## src/hw/rtl/gbs_pkg.sv

```systemverilog
`timescale 1ns / 1ps
// ----------------------------------------------------------------------------
// gbs_pkg
// Shared constants, box record and controller/datapath link types for the
// greedy box suppression block.
// ----------------------------------------------------------------------------
package gbs_pkg;

    localparam int MAX_KEPT   = 64;
    localparam int INDEX_BITS = 12;
    localparam int KEPT_W     = (MAX_KEPT > 1) ? $clog2(MAX_KEPT) : 1;
    localparam int COUNT_W    = $clog2(MAX_KEPT + 1);
    localparam int IDX_OUT_W  = 12;
    localparam int COORD_W    = 16;
    localparam int SIZE_W     = 15;
    localparam int THR_W      = 9;
    localparam int AREA_W     = 2 * SIZE_W;
    localparam int UNION_W    = AREA_W + 1;
    localparam int PROD_W     = THR_W + UNION_W;
    localparam int STAGES     = 5;

    localparam logic [THR_W-1:0] THR_RESET = THR_W'(115);

    typedef struct packed {
        logic [SIZE_W-1:0]         height;
        logic [SIZE_W-1:0]         width;
        logic signed [COORD_W-1:0] top;
        logic signed [COORD_W-1:0] left;
    } box_t;

    typedef struct packed {
        logic              start;
        logic              rd_en;
        logic [KEPT_W-1:0] rd_addr;
        logic              finish;
    } gbs_cmd_t;

    typedef struct packed {
        logic [COUNT_W-1:0] kept_count;
        logic               pipe_busy;
        logic               out_free;
    } gbs_status_t;

endpackage

```

## src/hw/rtl/gbs_ctrl.sv

```systemverilog
`timescale 1ns / 1ps
// ----------------------------------------------------------------------------
// gbs_ctrl
// Sequencer: accepts a box, walks the kept-box store one entry a cycle,
// waits for the compare pipeline to drain and commits the result.
// ----------------------------------------------------------------------------
module gbs_ctrl
    import gbs_pkg::*;
(
    input  logic        clk,
    input  logic        rst_n,
    input  logic        in_valid,
    output logic        in_ready,
    input  gbs_status_t status,
    output gbs_cmd_t    cmd
);

    typedef enum logic [1:0] {
        IDLE,
        SCAN,
        DRAIN,
        FINISH
    } state_t;

    state_t            state_reg, state_next;
    logic [KEPT_W-1:0] addr_reg, addr_next;
    logic              scan_last;

    assign in_ready  = (state_reg == IDLE);
    assign scan_last = (COUNT_W'({1'b0, addr_reg}) + COUNT_W'(1)) == status.kept_count;

    always_comb
    begin
        cmd.start   = in_valid && in_ready;
        cmd.rd_en   = (state_reg == SCAN);
        cmd.rd_addr = addr_reg;
        cmd.finish  = (state_reg == FINISH) && status.out_free;
    end

    always_comb
    begin
        state_next = state_reg;
        addr_next  = addr_reg;
        unique case (state_reg)
            IDLE:
            begin
                addr_next = '0;
                if (in_valid)
                begin
                    if (status.kept_count == '0)
                        state_next = FINISH;
                    else
                        state_next = SCAN;
                end
            end
            SCAN:
            begin
                addr_next = addr_reg + KEPT_W'(1);
                if (scan_last)
                    state_next = DRAIN;
            end
            DRAIN:
            begin
                if (!status.pipe_busy)
                    state_next = FINISH;
            end
            FINISH:
            begin
                if (status.out_free)
                    state_next = IDLE;
            end
            default:
            begin
                state_next = IDLE;
            end
        endcase
    end

    always_ff @(posedge clk or negedge rst_n)
    begin
        if (!rst_n)
        begin
            state_reg <= IDLE;
            addr_reg  <= '0;
        end
        else
        begin
            state_reg <= state_next;
            addr_reg  <= addr_next;
        end
    end

endmodule

```

## config.mk

```make
export PLATFORM = sky130hd
export DESIGN_NAME = gbs_ctrl
export DESIGN_NICKNAME = d
export VERILOG_FILES = /design/src/hw/rtl/gbs_pkg.sv /design/src/hw/rtl/gbs_ctrl.sv
export SDC_FILE = /design/constraint.sdc
export NUM_CORES = 1
export LEC_CHECK = 0
export ABC_AREA = 0
export CORE_UTILIZATION = 45
export DETAILED_ROUTE_END_ITERATION = 16
export DONT_BUFFER_PORTS = 1
export SLEW_MARGIN = 10
export SYNTH_ARGS = -nofsm -noshare
export SYNTH_HDL_FRONTEND = slang
export SYNTH_SLANG_ARGS = --single-unit
```

## constraint.sdc

```tcl
create_clock -name clk -period 5.85 [get_ports clk]
set_input_delay 0.8775 -clock clk [delete_from_list [all_inputs] [get_ports clk]]
set_output_delay 0.8775 -clock clk [all_outputs]
set_load 0.02 [all_outputs]
```

# Word level (Yosys, flattened, before mapping)
# Index checks and enable logic that the tools add are counted.
[classes]
add_sub_neg = 2
n_eq_ne = 8
mux = 7
n_reduce_logical = 6
[op_table]
columns = ["operator", "count"]
rows = [
  ["case mux 6 bit (2 select lines)", 1],
  ["2-to-1 mux 2 bit", 5],
  ["case mux 2 bit (4 select lines)", 1],
  ["adder 6 x 1 -> 7 bit, second input constant", 1],
  ["== test 7 bit", 1],
  ["logical NOT 7 bit", 1],
  ["adder 6 x 1 -> 6 bit, second input constant", 1],
  ["inequality test 2 bit, second input constant", 3],
  ["== test 2 bit, second input constant", 2],
  ["AND reduction 4 bit", 1],
  ["== test 2 x 1 -> 1 bit, second input constant", 1],
  ["logical AND 1 bit", 2],
  ["logical NOT 2 bit", 1],
  ["inequality test 2 x 1 -> 1 bit, second input constant", 1],
  ["nonzero test 2 bit", 1],
]
[word_totals]
ff_bits = 8
inputBits = 12
out_inout_bits = 10
elab_cells = 25

# Depth between registers and ports, before layout
[logic_depth]
depth_word = 4
depth_mapped = 7
ltp_nobuf = 7

# Least setup slack after synthesis
# No wires, ideal clock.
[synth_timing]
kind = "register to register"
start = "register addr_reg[0]"
end = "register state_reg[0]"
setup_ps = 79
arrival_ps = 2168
t_required_ps = 5771
slack_ps = 3603
path_stages_with_launch = 8
n_path_buf = 0
period_less_slack_ps = 2247
path_cell_list = "dfrtp_1 -> ha_1 -> nand3_2 -> or4b_1 -> o211ai_1 -> a21oi_1 -> o32ai_2 -> mux2i_1"
[synth_between]
elab_chain_cells = 4
[synth_lines]
columns = ["element", "line", "text"]
rows = [
  ["start, declared", "gbs_ctrl.sv:26", "logic [KEPT_W-1:0] addr_reg, addr_next;"],
  ["start signal, assigned", "gbs_ctrl.sv:89", "addr_reg <= addr_next;"],
  ["adder 6 x 1 -> 7 bit", "gbs_ctrl.sv:30", "assign scan_last = (COUNT_W'({1'b0, addr_reg}) + COUNT_W'(1)) == status.kept_count;"],
  ["== test 7 bit", "gbs_ctrl.sv:30", ""],
  ["inequality test 2 x 1 -> 1 bit (no source line)", "-", ""],
  ["AND reduction 4 bit (no source line)", "-", ""],
  ["end signal, assigned", "gbs_ctrl.sv:88", "state_reg <= state_next;"],
  ["end, declared", "gbs_ctrl.sv:25", "state_t state_reg, state_next;"],
]
# No other way between the ends.
# A chain may end at the register's enable or synchronous reset.

# Worst setup path after layout
# Ends and elaborated chain as after synthesis.

==> metrics <==
worst skew pair latency=roughly 0.24 ns; Worst R2R Start=addr_reg[0]; clock skew=around 0.0022 ns; Die Ht=approximately 40 um; clk sink count=8; Fmax=399.7 MHz; element type at the critical path start=flip-flop; Hold Path Class=in -> async; min Tclk post-route=around 2.5 ns; Die X=39.66 um; detailed-route DRC error count=0; Synth top area share=between 30% and 40%; Final HPWL DP=1076 um; layout cells sized above 1=under 10%; Syn Area/Cell=about 8.9 sq um; Mapped Cells=72; Layout Area Growth over Synthesis=5.882%; # IOs=22; endpoints failing setup=0; leakage=~0.28 nW; Largest register FFs=6; max incr delay on CP=~0.6 ns; via count=just over 500; routed vias/inst=between 5 and 6; overall routed net length=approximately 1300 um; RSZ-0062 raised after global routing=false; post-CTS setup buffer count=0; Crit path max-delay family=simple AND/OR/NAND/NOR gates; placed insts=86; relative slew slack=58.49%; Pins Over Slew Limit=0; CTS tree=built; PD cells=between 400 and 500 nW/um^2; top_reg_cell synth=dfrtp_1; CP arrival=2.66 ns; synth top area cells=dfrtp_1 31%, ha_1 9.8%, mux2i_1 7.8%; Max stage delay cell, worst path=dfrtp_1; EDFF count, synth=0; Crit Path Max Fanout=8; Design Power=around 0.31 mW; post-CTS resize count=0; Initial Util=about half; die area=about 1600 sq um; CTS Hold Buffers Added=0; Worst Path Required=between 6 and 7 ns; vias in the first global route=around 500; Final nets=93; first-pass GRT wire length=between 1500 and 2000 um; mapped cell area=~640 sq um; CTS Root Cell=clkbuf_4; peak supply drop=roughly 0.28 mV; drt pass-1 iters=4; CTS Buf Count=3; Post-Syn Nets=slightly below 90; fin cells=89; Hold Vio Cnt, Final=0; GPL Wtd Cong=approximately 0.75; WP depth=7; Core Footprint=between 1000 and 1500 sq um; worst path bufs/invs=0; grt ovf=0; Port Buf Inserts=0; remaining antenna violation count=0; Register-to-Register Path Depth=7; max_cap viols=0; largest area contributor in the netlist=dfrtp_1; count of different cell masters after synthesis=26; final period utilization=a little over two fifths; 1st-iter DRT viols=4; htree depth=1; total track usage=18.59%; wire length per cell=14.82 um; status=complete, no violations; crit path from=addr_reg[0]; total negative slack=0 ns; Core Rows=13; ant diodes=0; crit path cell chain=ha_1 > nand3_2 > or4b_1 > o211ai_1 > a21oi_1 > o32ai_2 > mux2i_1; post-synthesis async set-or-reset flop share=100.0%; clock transition at the registers of the reported paths=0.05 ns; antenna violations before repair=0; largest net degree at the start of global routing=14; #FFs+latches synth=8; Synth top cells by count=8 x dfrtp_1, 8 x nand2_1, 6 x inv_1; Slew @ Worst Pin=just over 0.6 ns; CTS Buffer Depth=2; kind of critical path=reg -> reg; Synth warnings=0; sequential area share after synthesis=roughly a third; Setup crit end kind=flip-flop
## power by group
part	internal (mW)	leakage [nW]	switching (mW)
combinational	0.0643	0.165	0.0991
sequential	0.0716	0.105	0.0369
clock	0.0234	0.0138	0.0173
total	0.159	0.284	0.153
## metal layers
layer / GRT usage [%] / part of all wire (%)
met1: 26.15 / 51
met2: 29.51 / 44
met3: 2.273 / 5.7
met4: 5.172 / 0
met5: 0 / 0
## per-stage QoR
step / worst slack, ns / util [%] / instance area, sq um / hold WS (ns)
after CTS: 3.329 / 51.28 / 675.6 / 0.3156
final: 3.348 / 51.28 / 675.6 / 0.3225
after floorplan: 3.603 / - / 638.1 / 0.5604
after global routing: 3.218 / 51.28 / 675.6 / 0.3117
after global placement: 3.425 / 49.57 / 653.1 / 0.5821
after detailed placement: 3.353 / 49.57 / 653.1 / 0.5821
## path summary, 6_finish.rpt
| path | slack [ns] | to |
|---|---|---|
| worst max-delay path | 3.35 | state_reg[0] |
| worst min-delay path | 0.32 | addr_reg[2] |
| worst max register to register | 3.35 | state_reg[0] |
| worst min register to register | 0.62 | state_reg[1] |
| max in group asynchronous | 5.46 | state_reg[0] |
| min in group clk | 0.62 | state_reg[1] |
## cell usage in the layout (no fill, tap or decap), types with 2 or more instances in the layout
cell / Yosys / routed
nand2_1: 8 / 8
inv_1: 6 / 6
nand4_1: 2 / 2
clkbuf_4: 0 / 3
dfrtp_1: 8 / 8
nor4_1: 2 / 2
o21ai_0: 3 / 3
nor2_1: 4 / 4
ha_1: 5 / 5
xor2_1: 3 / 3
nand3_1: 3 / 3
and2_1: 2 / 2
xnor2_1: 5 / 5
a21oi_1: 4 / 4
mux2i_1: 5 / 5
## cells by family (layout without fill, tap and decap cells)
kind of cell | Yosys count | count (layout) | share of synthesized area, %
and+or+nand+nor | 27 | 27 | 22.16
muxes | 5 | 5 | 7.843
adders and majority gates | 5 | 5 | 9.804
xor gates and xnor gates | 8 | 8 | 10.98
AOI/OAI and AO/OA | 12 | 12 | 13.73
DFF | 8 | 8 | 31.37
buffers and inverters | 7 | 9 | 4.117
## cell type report
class	instances	area [sq um]
Clock buffer	3	22.52
Fill cell	129	641.9
Inverter	6	22.52
Multi-Input combinational cell	57	411.6
Sequential cell	8	200.2
Tap cell	15	18.77
Note: power is estimated with default switching activity, not from simulation.
